===== config.mk =====
export PLATFORM = sky130hd
export DESIGN_NAME = sync_frame_deframer_sum8_flat
export DESIGN_NICKNAME = d
export VERILOG_FILES = /design/src/sfd_pkg.sv /design/src/sfd_if.sv /design/src/sync_frame_deframer_sum8.sv /design/src/flat_wrapper.sv
export SDC_FILE = /design/constraint.sdc
export NUM_CORES = 1
export LEC_CHECK = 0
export CAP_MARGIN = 20
export CORE_MARGIN = 2
export CORE_UTILIZATION = 60
export DETAILED_ROUTE_END_ITERATION = 10
export DONT_BUFFER_PORTS = 1
export GPL_TIMING_DRIVEN = 0
export PLACE_DENSITY_LB_ADDON = 0.3
export SYNTH_ARGS = -nofsm -noshare
export SYNTH_HDL_FRONTEND = slang
export SYNTH_SLANG_ARGS = --single-unit
export TNS_END_PERCENT = 1

===== constraint.sdc =====
create_clock -name clk -period 4.4 [get_ports clk]
set_clock_uncertainty 0.2 [all_clocks]
set_input_delay 0.44 -clock clk [delete_from_list [all_inputs] [get_ports clk]]
set_output_delay 0.44 -clock clk [all_outputs]
set_load 0.03 [all_outputs]

===== src/sfd_pkg.sv =====
// ----------------------------------------------------------------------------
// sfd_pkg
// Types and constants for the sync/length framed byte parser.
// ----------------------------------------------------------------------------
package sfd_pkg;

    localparam int unsigned ByteW    = 8;
    localparam int unsigned EventW   = 2;
    localparam int unsigned CfgIdxW  = 8;

    localparam logic [ByteW-1:0] SyncFirstRst  = 8'hAA;
    localparam logic [ByteW-1:0] SyncSecondRst = 8'h55;
    localparam logic [ByteW-1:0] HdrTrlBytes   = 8'd5;

    // register indexes on the configuration channel
    localparam logic [CfgIdxW-1:0] REG_SYNC_FIRST  = 8'd0;
    localparam logic [CfgIdxW-1:0] REG_SYNC_SECOND = 8'd1;

    typedef enum logic [2:0] {
        PH_SYNC1 = 3'd0,
        PH_SYNC2 = 3'd1,
        PH_LEN   = 3'd2,
        PH_TAG   = 3'd3,
        PH_DATA  = 3'd4,
        PH_CHECK = 3'd5
    } phase_t;

    typedef enum logic [EventW-1:0] {
        EV_NONE    = 2'd0,
        EV_PAYLOAD = 2'd1,
        EV_GOOD    = 2'd2,
        EV_ERROR   = 2'd3
    } event_t;

endpackage


===== src/sfd_if.sv =====
// ----------------------------------------------------------------------------
// sfd_if
// Request channels of the framed byte parser: byte in, result out, config.
// ----------------------------------------------------------------------------
interface sfd_in_if;
    logic                        valid;
    logic                        ready;
    logic [sfd_pkg::ByteW-1:0]   rx_byte;

    modport source (output valid, output rx_byte, input ready);
    modport sink   (input valid, input rx_byte, output ready);
endinterface

interface sfd_out_if;
    logic                        valid;
    logic                        ready;
    logic [sfd_pkg::EventW-1:0]  event_res;
    logic [sfd_pkg::ByteW-1:0]   payload_byte;
    logic [sfd_pkg::ByteW-1:0]   payload_index;
    logic [sfd_pkg::ByteW-1:0]   frame_tag;
    logic [sfd_pkg::ByteW-1:0]   payload_length;
    logic [sfd_pkg::ByteW-1:0]   sum_seen;

    modport source (output valid, output event_res, output payload_byte,
                    output payload_index, output frame_tag, output payload_length,
                    output sum_seen, input ready);
    modport sink   (input valid, input event_res, input payload_byte,
                    input payload_index, input frame_tag, input payload_length,
                    input sum_seen, output ready);
endinterface

interface sfd_cfg_if;
    logic                        valid;
    logic                        ready;
    logic [sfd_pkg::CfgIdxW-1:0] index;
    logic [sfd_pkg::ByteW-1:0]   data;

    modport source (output valid, output index, output data, input ready);
    modport sink   (input valid, input index, input data, output ready);
endinterface


===== src/sync_frame_deframer_sum8.sv =====
// ----------------------------------------------------------------------------
// sync_frame_deframer_sum8
// Byte-serial parser for sync1, sync2, length, id, payload, checksum frames.
// ----------------------------------------------------------------------------
// Usage:
//   rx  : one received byte per request (valid/ready).
//   res : one result per accepted byte: event code (none, payload byte,
//         frame good, checksum error), payload byte and its index, frame id,
//         payload length and the running 8-bit sum.
//   cfg : writes sync_first (index 0) and sync_second (index 1); other
//         indexes are dropped. Always ready; write only while idle.
// Result: a byte accepted at a clock edge has its result loaded into the
//   result register at that same edge.
// Throughput: one byte per cycle while results are taken, set by the single
//   parse step between the input handshake and the result register.
// Stall: rx.ready stays high while the result register is empty or is being
//   taken this cycle; when the receiver holds res.ready low with a result
//   pending, rx.ready drops and the result holds.
// Reset: parser hunts for sync_first, sum/count/length/id cleared, sync bytes
//   back to 0xAA / 0x55, result register empty.
// ----------------------------------------------------------------------------
module sync_frame_deframer_sum8 (
    input  logic      clk,
    input  logic      rst_n,
    sfd_in_if.sink    rx,
    sfd_out_if.source res,
    sfd_cfg_if.sink   cfg
);

    localparam int unsigned W = sfd_pkg::ByteW;

    // configuration
    logic [W-1:0] sync_first_reg;
    logic [W-1:0] sync_second_reg;

    // parser state
    sfd_pkg::phase_t phase_reg, phase_next;
    logic [W-1:0]    sum_reg, sum_next;
    logic [W-1:0]    count_reg, count_next;
    logic [W-1:0]    expect_reg, expect_next;
    logic [W-1:0]    tag_reg, tag_next;

    // result register
    logic                          out_valid_reg;
    sfd_pkg::event_t               ev_reg, ev_next;
    logic [W-1:0]                  pbyte_reg, pbyte_next;
    logic [W-1:0]                  pidx_reg, pidx_next;
    logic [W-1:0]                  tag_out_reg, tag_out_next;
    logic [W-1:0]                  len_out_reg, len_out_next;
    logic [W-1:0]                  sum_out_reg, sum_out_next;

    logic         in_fire;
    logic [W-1:0] b;
    logic [W-1:0] count_inc;
    logic         done;

    assign rx.ready  = !out_valid_reg || res.ready;
    assign in_fire   = rx.valid && rx.ready;
    assign cfg.ready = 1'b1;
    assign b         = rx.rx_byte;
    assign count_inc = count_reg + W'(1);

    // one parse step per accepted byte
    always_comb
    begin
        phase_next  = phase_reg;
        sum_next    = sum_reg;
        count_next  = count_reg;
        expect_next = expect_reg;
        tag_next    = tag_reg;
        ev_next     = sfd_pkg::EV_NONE;
        pbyte_next  = '0;
        pidx_next   = '0;
        done        = 1'b0;

        unique case (phase_reg)
            sfd_pkg::PH_SYNC1:
            begin
                if (b == sync_first_reg)
                begin
                    phase_next = sfd_pkg::PH_SYNC2;
                    sum_next   = b;
                end
            end
            sfd_pkg::PH_SYNC2:
            begin
                if (b == sync_second_reg)
                begin
                    phase_next = sfd_pkg::PH_LEN;
                    sum_next   = sum_reg + b;
                end
                else
                begin
                    // mismatch: back to hunting, byte not retried as sync1
                    phase_next  = sfd_pkg::PH_SYNC1;
                    sum_next    = '0;
                    count_next  = '0;
                    expect_next = '0;
                    tag_next    = '0;
                end
            end
            sfd_pkg::PH_LEN:
            begin
                sum_next    = sum_reg + b;
                expect_next = b - sfd_pkg::HdrTrlBytes;   // wraps mod 256
                phase_next  = sfd_pkg::PH_TAG;
            end
            sfd_pkg::PH_TAG:
            begin
                tag_next   = b;
                sum_next   = sum_reg + b;
                phase_next = (expect_reg != '0) ? sfd_pkg::PH_DATA : sfd_pkg::PH_CHECK;
            end
            sfd_pkg::PH_DATA:
            begin
                ev_next    = sfd_pkg::EV_PAYLOAD;
                pbyte_next = b;
                pidx_next  = count_reg;
                count_next = count_inc;
                sum_next   = sum_reg + b;
                if (count_inc >= expect_reg)
                    phase_next = sfd_pkg::PH_CHECK;
            end
            sfd_pkg::PH_CHECK:
            begin
                ev_next = (sum_reg == b) ? sfd_pkg::EV_GOOD : sfd_pkg::EV_ERROR;
                done    = 1'b1;
            end
            default:
            begin
                phase_next  = sfd_pkg::PH_SYNC1;
                sum_next    = '0;
                count_next  = '0;
                expect_next = '0;
                tag_next    = '0;
            end
        endcase

        // reported values are taken before the end-of-frame clear
        tag_out_next = tag_next;
        len_out_next = expect_next;
        sum_out_next = sum_next;

        if (done)
        begin
            phase_next  = sfd_pkg::PH_SYNC1;
            sum_next    = '0;
            count_next  = '0;
            expect_next = '0;
            tag_next    = '0;
        end
    end

    // configuration writes
    always_ff @(posedge clk or negedge rst_n)
    begin
        if (!rst_n)
        begin
            sync_first_reg  <= sfd_pkg::SyncFirstRst;
            sync_second_reg <= sfd_pkg::SyncSecondRst;
        end
        else if (cfg.valid && cfg.ready)
        begin
            if (cfg.index == sfd_pkg::REG_SYNC_FIRST)
                sync_first_reg <= cfg.data;
            else if (cfg.index == sfd_pkg::REG_SYNC_SECOND)
                sync_second_reg <= cfg.data;
        end
    end

    // parser state and result valid
    always_ff @(posedge clk or negedge rst_n)
    begin
        if (!rst_n)
        begin
            phase_reg     <= sfd_pkg::PH_SYNC1;
            sum_reg       <= '0;
            count_reg     <= '0;
            expect_reg    <= '0;
            tag_reg       <= '0;
            out_valid_reg <= 1'b0;
        end
        else
        begin
            if (in_fire)
            begin
                phase_reg  <= phase_next;
                sum_reg    <= sum_next;
                count_reg  <= count_next;
                expect_reg <= expect_next;
                tag_reg    <= tag_next;
            end
            if (in_fire)
                out_valid_reg <= 1'b1;
            else if (res.ready)
                out_valid_reg <= 1'b0;
        end
    end

    // result payload
    always_ff @(posedge clk)
    begin
        if (in_fire)
        begin
            ev_reg      <= ev_next;
            pbyte_reg   <= pbyte_next;
            pidx_reg    <= pidx_next;
            tag_out_reg <= tag_out_next;
            len_out_reg <= len_out_next;
            sum_out_reg <= sum_out_next;
        end
    end

    assign res.valid          = out_valid_reg;
    assign res.event_res      = ev_reg;
    assign res.payload_byte   = pbyte_reg;
    assign res.payload_index  = pidx_reg;
    assign res.frame_tag      = tag_out_reg;
    assign res.payload_length = len_out_reg;
    assign res.sum_seen       = sum_out_reg;

endmodule


===== src/flat_wrapper.sv =====
// flat-port wrapper written by rule: the top's interface ports become plain ports
module sync_frame_deframer_sum8_flat 
  (clk, rst_n, rx_valid, rx_rx_byte, rx_ready, res_valid, res_event_res, res_payload_byte, res_payload_index, res_frame_tag, res_payload_length, res_sum_seen, res_ready, cfg_valid, cfg_index, cfg_data, cfg_ready);
  sfd_in_if rx_i ();
  sfd_out_if res_i ();
  sfd_cfg_if cfg_i ();
  input  logic clk;
  input  logic rst_n;
  input wire logic [$bits(rx_i.valid)-1:0] rx_valid;
  input wire logic [$bits(rx_i.rx_byte)-1:0] rx_rx_byte;
  output wire logic [$bits(rx_i.ready)-1:0] rx_ready;
  output wire logic [$bits(res_i.valid)-1:0] res_valid;
  output wire logic [$bits(res_i.event_res)-1:0] res_event_res;
  output wire logic [$bits(res_i.payload_byte)-1:0] res_payload_byte;
  output wire logic [$bits(res_i.payload_index)-1:0] res_payload_index;
  output wire logic [$bits(res_i.frame_tag)-1:0] res_frame_tag;
  output wire logic [$bits(res_i.payload_length)-1:0] res_payload_length;
  output wire logic [$bits(res_i.sum_seen)-1:0] res_sum_seen;
  input wire logic [$bits(res_i.ready)-1:0] res_ready;
  input wire logic [$bits(cfg_i.valid)-1:0] cfg_valid;
  input wire logic [$bits(cfg_i.index)-1:0] cfg_index;
  input wire logic [$bits(cfg_i.data)-1:0] cfg_data;
  output wire logic [$bits(cfg_i.ready)-1:0] cfg_ready;
  assign rx_i.valid = rx_valid;
  assign rx_i.rx_byte = rx_rx_byte;
  assign rx_ready = rx_i.ready;
  assign res_valid = res_i.valid;
  assign res_event_res = res_i.event_res;
  assign res_payload_byte = res_i.payload_byte;
  assign res_payload_index = res_i.payload_index;
  assign res_frame_tag = res_i.frame_tag;
  assign res_payload_length = res_i.payload_length;
  assign res_sum_seen = res_i.sum_seen;
  assign res_i.ready = res_ready;
  assign cfg_i.valid = cfg_valid;
  assign cfg_i.index = cfg_index;
  assign cfg_i.data = cfg_data;
  assign cfg_ready = cfg_i.ready;
  sync_frame_deframer_sum8 u_core (.clk(clk), .rst_n(rst_n), .rx(rx_i), .res(res_i), .cfg(cfg_i));
endmodule

==> results by group, run 1 <==
Pwr
  – Fraction of power consumed by the clock network: 32.1%
  – Ratio of total power to cell area: approximately 380 nW/um^2
  – Sequential power share: between 50% and 60%
  – Worst VDD drop: 0.2289 mV
  – P_int: about 1.4 mW
  – Net Sw Frac: between 30% and 40%
  – Total power draw: about 2.0 mW
  – P_leak: ~2.3 nW
  – Psw: approximately 0.6 mW
  – Combinational share of power: 16.5%

Final layout
  – Layout overhead on the synthesized area: 8.249%
  – Share of post-route cells with drive strength above 1: approximately 17%
  – Final nets: 472
  – Most common cell after layout, fill and taps aside: sky130_fd_sc_hd__dfrtp_1
  – Most frequent cells in the layout: 44 x sky130_fd_sc_hd__dfrtp_1, 42 x sky130_fd_sc_hd__edfxtp_1, 39 x sky130_fd_sc_hd__nand2_1, 20 x sky130_fd_sc_hd__a22o_1
  – Post-Layout Inst Area: ~5200 sq um
  – Fillers: 576
  – Sequential standard cell area: between 2000 and 3000 sq um
  – Count of inserted antenna diode cells: 0
  – Area taken by multi-input logic gates: roughly 2100 sq um

Synthesis
  – EDFF count, synth: 42
  – Yosys warns: 0
  – Share of Yosys cell area claimed by the top area cell type: between 20% and 30%
  – Distinct cell type count of the synthesized netlist: 59
  – Average cell area after synthesis: around 12 sq um
  – Biggest area contributors in the synthesized netlist: sky130_fd_sc_hd__edfxtp_1 26%, sky130_fd_sc_hd__dfrtp_1 23%, sky130_fd_sc_hd__ha_1 4.4%
  – Cell area after synthesis: 4808 sq um
  – Net count after synthesis: 458
  – Register area share after synthesis: 53.50%
  – Async set or reset register ratio after synthesis: a little under three fifths
  – Flop and latch count out of synthesis: 94
  – Post-synthesis cell count: between 400 and 500
  – Predominant post-synthesis flop cell: sky130_fd_sc_hd__dfrtp_1
  – Leading area contributor after synthesis: sky130_fd_sc_hd__edfxtp_1

Critical path
  – Reg2Reg Depth: 6
  – CP arrival: approximately 3.4 ns
  – Required time of the critical path: 4.45 ns
  – Launch point of the worst reg-to-reg path: u_core.res.valid
  – Kind of start point of the critical path: flop
  – Biggest fanout along the worst timing path: 46
  – Register-to-register setup slack: 1.04 ns
  – Critical path type: flop to flop
  – Setup crit end kind: flop
  – Reg-to-reg endpoint: u_core.phase_reg[1]

Detailed routing
  – Count of TritonRoute iterations in the first routing pass: 5
  – Number of remaining DRC errors: 0
  – Vias per cell: about 6.2
  – Number of DRC markers in iteration 0: ~180
  – Detailed-route wire length per cell: ~20 um
  – Remaining antenna violation count: 0
  – Routed via count: ~3.3k
  – Total Wirelength: approximately 10,000 um

Global route
  – Overflow left after global routing: 0
  – First-pass GRT wire length: 16,490 um
  – Gr usage total: 24.97%
  – Vias in the first global route: between 3k and 4k
  – Maximum number of pins on one net before global-route repair: 53
  – Number of antenna violations at the first check in global routing: 0

Min path
  – Worst hold path cell count: 1
  – Startpoint of the worst hold path: cfg_data[1]
  – Hold Path Class: primary input to flop
  – Terminating pin of the worst hold path: u_core.sync_first_reg[1]

Timing
  – Fin crit share: between 70% and 80%
  – Upper clock frequency limit: ~300 MHz
  – Final min period: 3.362 ns
  – Max transition margin: roughly 36%
  – Final setup vio count: 0
  – Setup repair after global routing missed its margin: no
  – Total Negative Setup Slacks: 0 ns
  – Final slew viol count: 0
  – Final count of hold timing violations: 0
  – Pin slew with the least headroom to its limit: approximately 0.96 ns

Clock tree
  – Worst-Skew Late Latency: roughly 0.37 ns
  – TritonCTS clock tree: done
  – Post-CTS Setup Repair Bufs: 0
  – Root Buffer Master: sky130_fd_sc_hd__clkbuf_8
  – Clock-pin transition on the worst setup and hold timing paths: approximately 0.090 ns
  – Number of H-tree branching levels: 3
  – Number of gates resized after cts: 0
  – Count of hold buffers inserted by post-cts repair: 3
  – Inserted Clock Buffers: 9
  – Number of buffers on the longest clock path: 2
  – Total clock sinks: between 90 and 100

Placed design
  – Placer's final routability congestion estimate: 0.9254
  – Area of placed instances: 4936 sq um
  – Post-DP HPWL: ~7300 um
  – Number of I/O port buffers: 0

Floorplan
  – Total number of placement rows: 32
  – Die Span Y: 93.52 um
  – Width of the chip: about 94 um
  – Effective utilization at floorplan: between 60 and 70%
  – Full die area: approximately 9000 sq um
  – Count of pins on the block boundary: between 70 and 80
  – CORE AREA: a little under 8000 sq um

Run
  – Number of max-cap violations: 0

Outcome
  – Run status: finished clean
[stage by stage]
| stage | setup WS, ns | hold slack, ns | util [%] | instances |
|---|---|---|---|---|
| global route | 0.9479 | 0.002854 | 67.36 | 532 |
| global placement | 0.4691 | -0.05354 | 63.88 | 513 |
| finish | 1.038 | 0.01589 | 67.36 | 532 |
| floorplan | 1.254 | -0.05559 | - | 411 |
| CTS | 1.008 | 0.004239 | 67.36 | 532 |
| detailed placement | 1.033 | -0.05302 | 63.88 | 513 |
[cell usage after synthesis, types with 7 or more instances]
cell type	instances
sky130_fd_sc_hd__a21oi_1	9
sky130_fd_sc_hd__a22o_1	20
sky130_fd_sc_hd__and3_1	19
sky130_fd_sc_hd__buf_2	11
sky130_fd_sc_hd__dfrtp_1	44
sky130_fd_sc_hd__dfstp_2	8
sky130_fd_sc_hd__edfxtp_1	42
sky130_fd_sc_hd__ha_1	17
sky130_fd_sc_hd__inv_1	18
sky130_fd_sc_hd__mux2_2	17
sky130_fd_sc_hd__nand2_1	39
sky130_fd_sc_hd__nor2_1	12
sky130_fd_sc_hd__nor3_1	7
sky130_fd_sc_hd__o21ai_0	12
sky130_fd_sc_hd__xnor2_1	19
sky130_fd_sc_hd__xor2_1	13
[cells by family after synthesis]
| logic type | count (synthesis) | share of synthesized area (%) |
|---|---|---|
| xor gates and xnor gates | 33 | 6.167 |
| AOI/OAI and AO/OA | 87 | 13.87 |
| muxes | 19 | 4.398 |
| DFF | 94 | 53.50 |
| adders and majority gates | 18 | 4.840 |
| buffers and inverters | 37 | 3.409 |
| and+or+nand+nor | 122 | 13.74 |
| other | 1 | 0.07799 |
[how the worst max path moves through the flow]
stage	to	slack [ns]	from
floorplan	u_core.phase_reg[1]	1.25	u_core.res.valid
global route	u_core.phase_reg[1]	0.95	u_core.res.valid
global placement	u_core.phase_reg[1]	0.47	u_core.res.valid
detailed placement	u_core.phase_reg[1]	1.03	u_core.res.valid
finish	u_core.phase_reg[1]	1.04	u_core.res.valid
CTS	u_core.phase_reg[1]	1.01	u_core.res.valid
[area by class of cell]
class	instances	share of cell area (%)
Sequential cell	94	49.42
Multi-Input combinational cell	280	39.81
Clock buffer	10	2.452
Tap cell	102	2.452
Buffer	19	1.851
Clock inverter	6	1.803
Inverter	18	1.298
Timing Repair Buffer	3	0.9135
[metal layers]
metal | track usage (%) | wire length [um]
met1 | 33.69 | 4522
met2 | 37.41 | 4745
met3 | 6.446 | 714
met4 | 12.75 | 409
met5 | 0 | 0
[power by group through the flow]
stage          clock, mW  combinational [mW]  sequential [mW]
2_1_floorplan          0               0.237             1.04
3_3_place_gp           0               0.302             1.04
3_5_place_dp           0               0.310             1.04
4_1_cts            0.646               0.327             1.03
5_1_grt            0.682               0.362             1.03
6_report           0.640               0.329             1.03
[critical path, stage by stage (launching register included)]
cell,delay (ns)
sky130_fd_sc_hd__dfrtp_1,0.50
sky130_fd_sc_hd__nand2b_1,0.35
sky130_fd_sc_hd__nand2_1,0.30
sky130_fd_sc_hd__inv_2,0.76
sky130_fd_sc_hd__o21ai_1,0.34
sky130_fd_sc_hd__a41oi_1,0.37
sky130_fd_sc_hd__mux2_2,0.38
(Power assumes the default switching activity.)
==> inputs of run 2 (changes only) <==
--- a/config.mk
+++ b/config.mk
@@ -7,7 +7,7 @@
 export LEC_CHECK = 0
 export CAP_MARGIN = 20
 export CORE_MARGIN = 2
-export CORE_UTILIZATION = 60
+export CORE_UTILIZATION = 57
 export DETAILED_ROUTE_END_ITERATION = 10
 export DONT_BUFFER_PORTS = 1
 export GPL_TIMING_DRIVEN = 0
==> constraint.sdc (replaced) <==
create_clock -name clk -period 2.74 [get_ports clk]
set_clock_uncertainty 0.2 [all_clocks]
set_input_delay 0.274 -clock clk [delete_from_list [all_inputs] [get_ports clk]]
set_output_delay 0.274 -clock clk [all_outputs]
set_load 0.03 [all_outputs]
==> run 2 against run 1 <==
- the run now ends with negative setup slack left
- non-clock buffer count grew 10
- count of clock-buffer cells in the layout is 1 lower
- sequential power up 60%
- critical path depth is 3 higher
- clock power rose by 33%
- worst hold slack gained 0.021 ns
- cell count rose by 2.6%
- combinational power up 73%
- largest power group unchanged
==> results by group, run 2 (synthesis results as in run 1) <==
Critical path
  – Crit-path leading delay family: simple AND/OR/NAND/NOR gates
  – Slowest library cell on the worst path: sky130_fd_sc_hd__dfrtp_2
  – Biggest fanout along the worst timing path: 6 (-87%)
  – Cells traversed along the worst timing path: and3_4, and3_4, and3_4, xor2_2, ha_1, nand4_1, or3_4, a41oi_4, mux2_4
  – CP arrival: 2.87 ns (-0.55 ns)
  – Max stage delay on crit path: 0.47 ns (-0.29 ns)
  – Setup crit end kind: flop
  – Kind of start point of the critical path: flop
  – Number of buffer and inverter stages on the critical path: 0 (-1)
  – Required time of the critical path: 2.78 ns (-1.67 ns)
  – Most used cell, CP: sky130_fd_sc_hd__and3_4
  – Critical path type: flop to flop

Floorplan
  – Width of the chip: 95.85 um (+2.5%)
  – Total number of placement rows: 33 (+3.1%)
  – Die Span Y: 95.85 um (+2.5%)
  – Effective utilization at floorplan: 58.52% (-3.7 points)
  – Count of pins on the block boundary: 74 (unchanged)
  – Full die area: 9186 sq um (+5.0%)
  – CORE AREA: 8217 sq um (+6.3%)

Clock tree
  – Root Buffer Master: sky130_fd_sc_hd__clkbuf_8
  – Number of H-tree branching levels: 3 (unchanged)
  – TritonCTS clock tree: done
  – Worst-Skew Late Latency: 0.37 ns (about the same)
  – Inserted Clock Buffers: 9 (unchanged)
  – Total clock sinks: 94 (unchanged)
  – Clock-pin transition on the worst setup and hold timing paths: 0.10 ns (about the same)
  – Number of buffers on the longest clock path: 2 (unchanged)

Outcome
  – Run status: complete, but fails checks
  – Failing checks: negative setup slack

Min path
  – Hold Path Class: primary input to flop

Final layout
  – Layout overhead on the synthesized area: 11.16%
  – Post-Layout Inst Area: 5345 sq um (+2.7%)
  – Most frequent cells in the layout: 43 x sky130_fd_sc_hd__dfrtp_1, 42 x sky130_fd_sc_hd__edfxtp_1, 38 x sky130_fd_sc_hd__nand2_1, 20 x sky130_fd_sc_hd__a22o_1, 19 x sky130_fd_sc_hd__xnor2_1
  – Fin cells: 546 (+2.6%)
  – Count of inserted antenna diode cells: 0 (unchanged)
  – Final nets: 483 (+2.3%)
  – Most common cell after layout, fill and taps aside: sky130_fd_sc_hd__dfrtp_1
  – Fillers: 637 (+11%)
  – Share of post-route cells with drive strength above 1: 19.95% (+3.2 points)

Global route
  – Overflow left after global routing: 0 (unchanged)
  – First-pass GRT wire length: 17,220 um (+4.4%)
  – Vias in the first global route: 3,373 (+3.8%)
  – Gr usage total: 25.21% (+0.24 points)
  – Number of antenna violations at the first check in global routing: 0 (unchanged)
  – Maximum number of pins on one net before global-route repair: 53 (unchanged)

Detailed routing
  – Routed via count: 3,402 (+2.4%)
  – Total Wirelength: 10,780 um (+3.7%)
  – Vias per cell: 6.231 (-0.22%)
  – Number of DRC markers in iteration 0: 285 (+55%)
  – Count of TritonRoute iterations in the first routing pass: 5 (unchanged)
  – Detailed-route wire length per cell: 19.74 um (+1.1%)
  – Remaining antenna violation count: 0 (unchanged)
  – Number of remaining DRC errors: 0 (unchanged)

Placed design
  – Placed Cells incl. Taps: 516 (+0.58%)
  – Placer's final routability congestion estimate: 0.8994 (-2.8%)
  – Number of I/O port buffers: 0 (unchanged)
  – Area of placed instances: 4951 sq um (+0.30%)
  – Post-DP HPWL: 7258 um (-0.64%)

Timing
  – Upper clock frequency limit: 354.3 MHz (+19%)
  – Fin crit share: 103.0% (+27 points)
  – Max transition margin: 50.55% (+15 points)
  – Final min period: 2.822 ns (-0.5396 ns)
  – Pin slew with the least headroom to its limit: 0.7390 ns (-0.2249 ns)
  – Final count of hold timing violations: 0 (unchanged)
  – Final setup slack of the worst path: -0.08233 ns (-1.120 ns)
  – Setup repair after global routing missed its margin: yes
  – Final setup vio count: 2 (+2)
  – Final slew viol count: 0 (unchanged)

Pwr
  – P_leak: 2.318 nW (+0.87%)
  – Total power draw: 3.071 mW (+54%)
  – Combinational share of power: 18.6% (+2.1 points)
  – P_int: 2.071 mW (+49%)
  – Worst VDD drop: 0.3241 mV (+42%)
  – Net Sw Frac: 32.58% (+2.2 points)
  – Ratio of total power to cell area: 574.6 nW/um^2 (+50%)
  – Psw: 1.001 mW (+65%)
  – Fraction of power consumed by the clock network: 27.8% (-4.3 points)
  – Sequential power share: 53.6% (+2.2 points)

Run
  – Number of max-cap violations: 0 (unchanged)
## run 2: per-layer routing
metal,vias to the layer above,part of all wire (%),wire length (um),track usage (%)
li1,1565,-,-,-
met3,23,5.4,578,5.325
met1,1662,44,4797,34.43
met4,0,3.3,359,10.36
met2,152,47,5044,39.34
met5,-,0,0,0
## run 2: layout make-up
cell class | instances | area, sq um | area share [%]
multi-input combinational | 280 | 2138 | 40.00
timing repair inverter | 1 | 7.507 | 0.1404
tap | 105 | 131.4 | 2.458
timing repair buffer | 14 | 150.1 | 2.809
sequential | 94 | 2574 | 48.15
inverter | 18 | 71.32 | 1.334
buffer | 18 | 92.59 | 1.732
clock inverter | 7 | 56.30 | 1.053
clock buffer | 9 | 123.9 | 2.317
## run 2: worst paths after layout
kind	start	endpoint	slack (ns)	cells after the start
max	u_core.count_reg[0]	u_core.phase_reg[1]	-0.08	9
min	rx_rx_byte[7]	u_core.tag_reg[7]	0.04	2
max reg2reg	u_core.count_reg[0]	u_core.phase_reg[1]	-0.08	9
min reg2reg	u_core.tag_reg[7]	u_core.tag_reg[7]	0.31	1
max in group asynchronous	rst_n	u_core.sync_second_reg[4]	1.84	2
min in group asynchronous	rst_n	u_core.sum_reg[4]	0.19	2
## run 2: timing repair
action / in CTS / in global routing
hold buffers: 11 / 0
resized for setup: 6 / 9
hold endpoints to repair: 69 / 0
pin swaps: 1 / 3
buffers inserted: 0 / 3
setup endpoints to repair: 64 / 12
gates cloned: 1 / 0
## run 2: through the flow
| step | hold slack (ns) | util, % | setup slack, ns | setup TNS, ns |
|---|---|---|---|---|
| global placement | -0.2194 | 60.26 | -0.6464 | -12.83 |
| detailed placement | -0.2190 | 60.26 | -0.7392 | -17.24 |
| global route | 0.02154 | 65.05 | -0.1454 | -0.2475 |
| floorplan | -0.2216 | - | -0.006330 | -0.006330 |
| finish | 0.03693 | 65.05 | -0.08233 | -0.1102 |
| CTS | 0.01346 | 64.29 | -0.1057 | -0.1057 |
## run 2: power by group through the flow
stage / clock, mW / combinational [mW] / sequential (mW)
3_3_place_gp: 0 / 0.490 / 1.68
6_report: 0.853 / 0.570 / 1.65
5_1_grt: 0.932 / 0.623 / 1.66
4_1_cts: 0.868 / 0.545 / 1.65
3_5_place_dp: 0 / 0.503 / 1.68
2_1_floorplan: 0 / 0.383 / 1.67
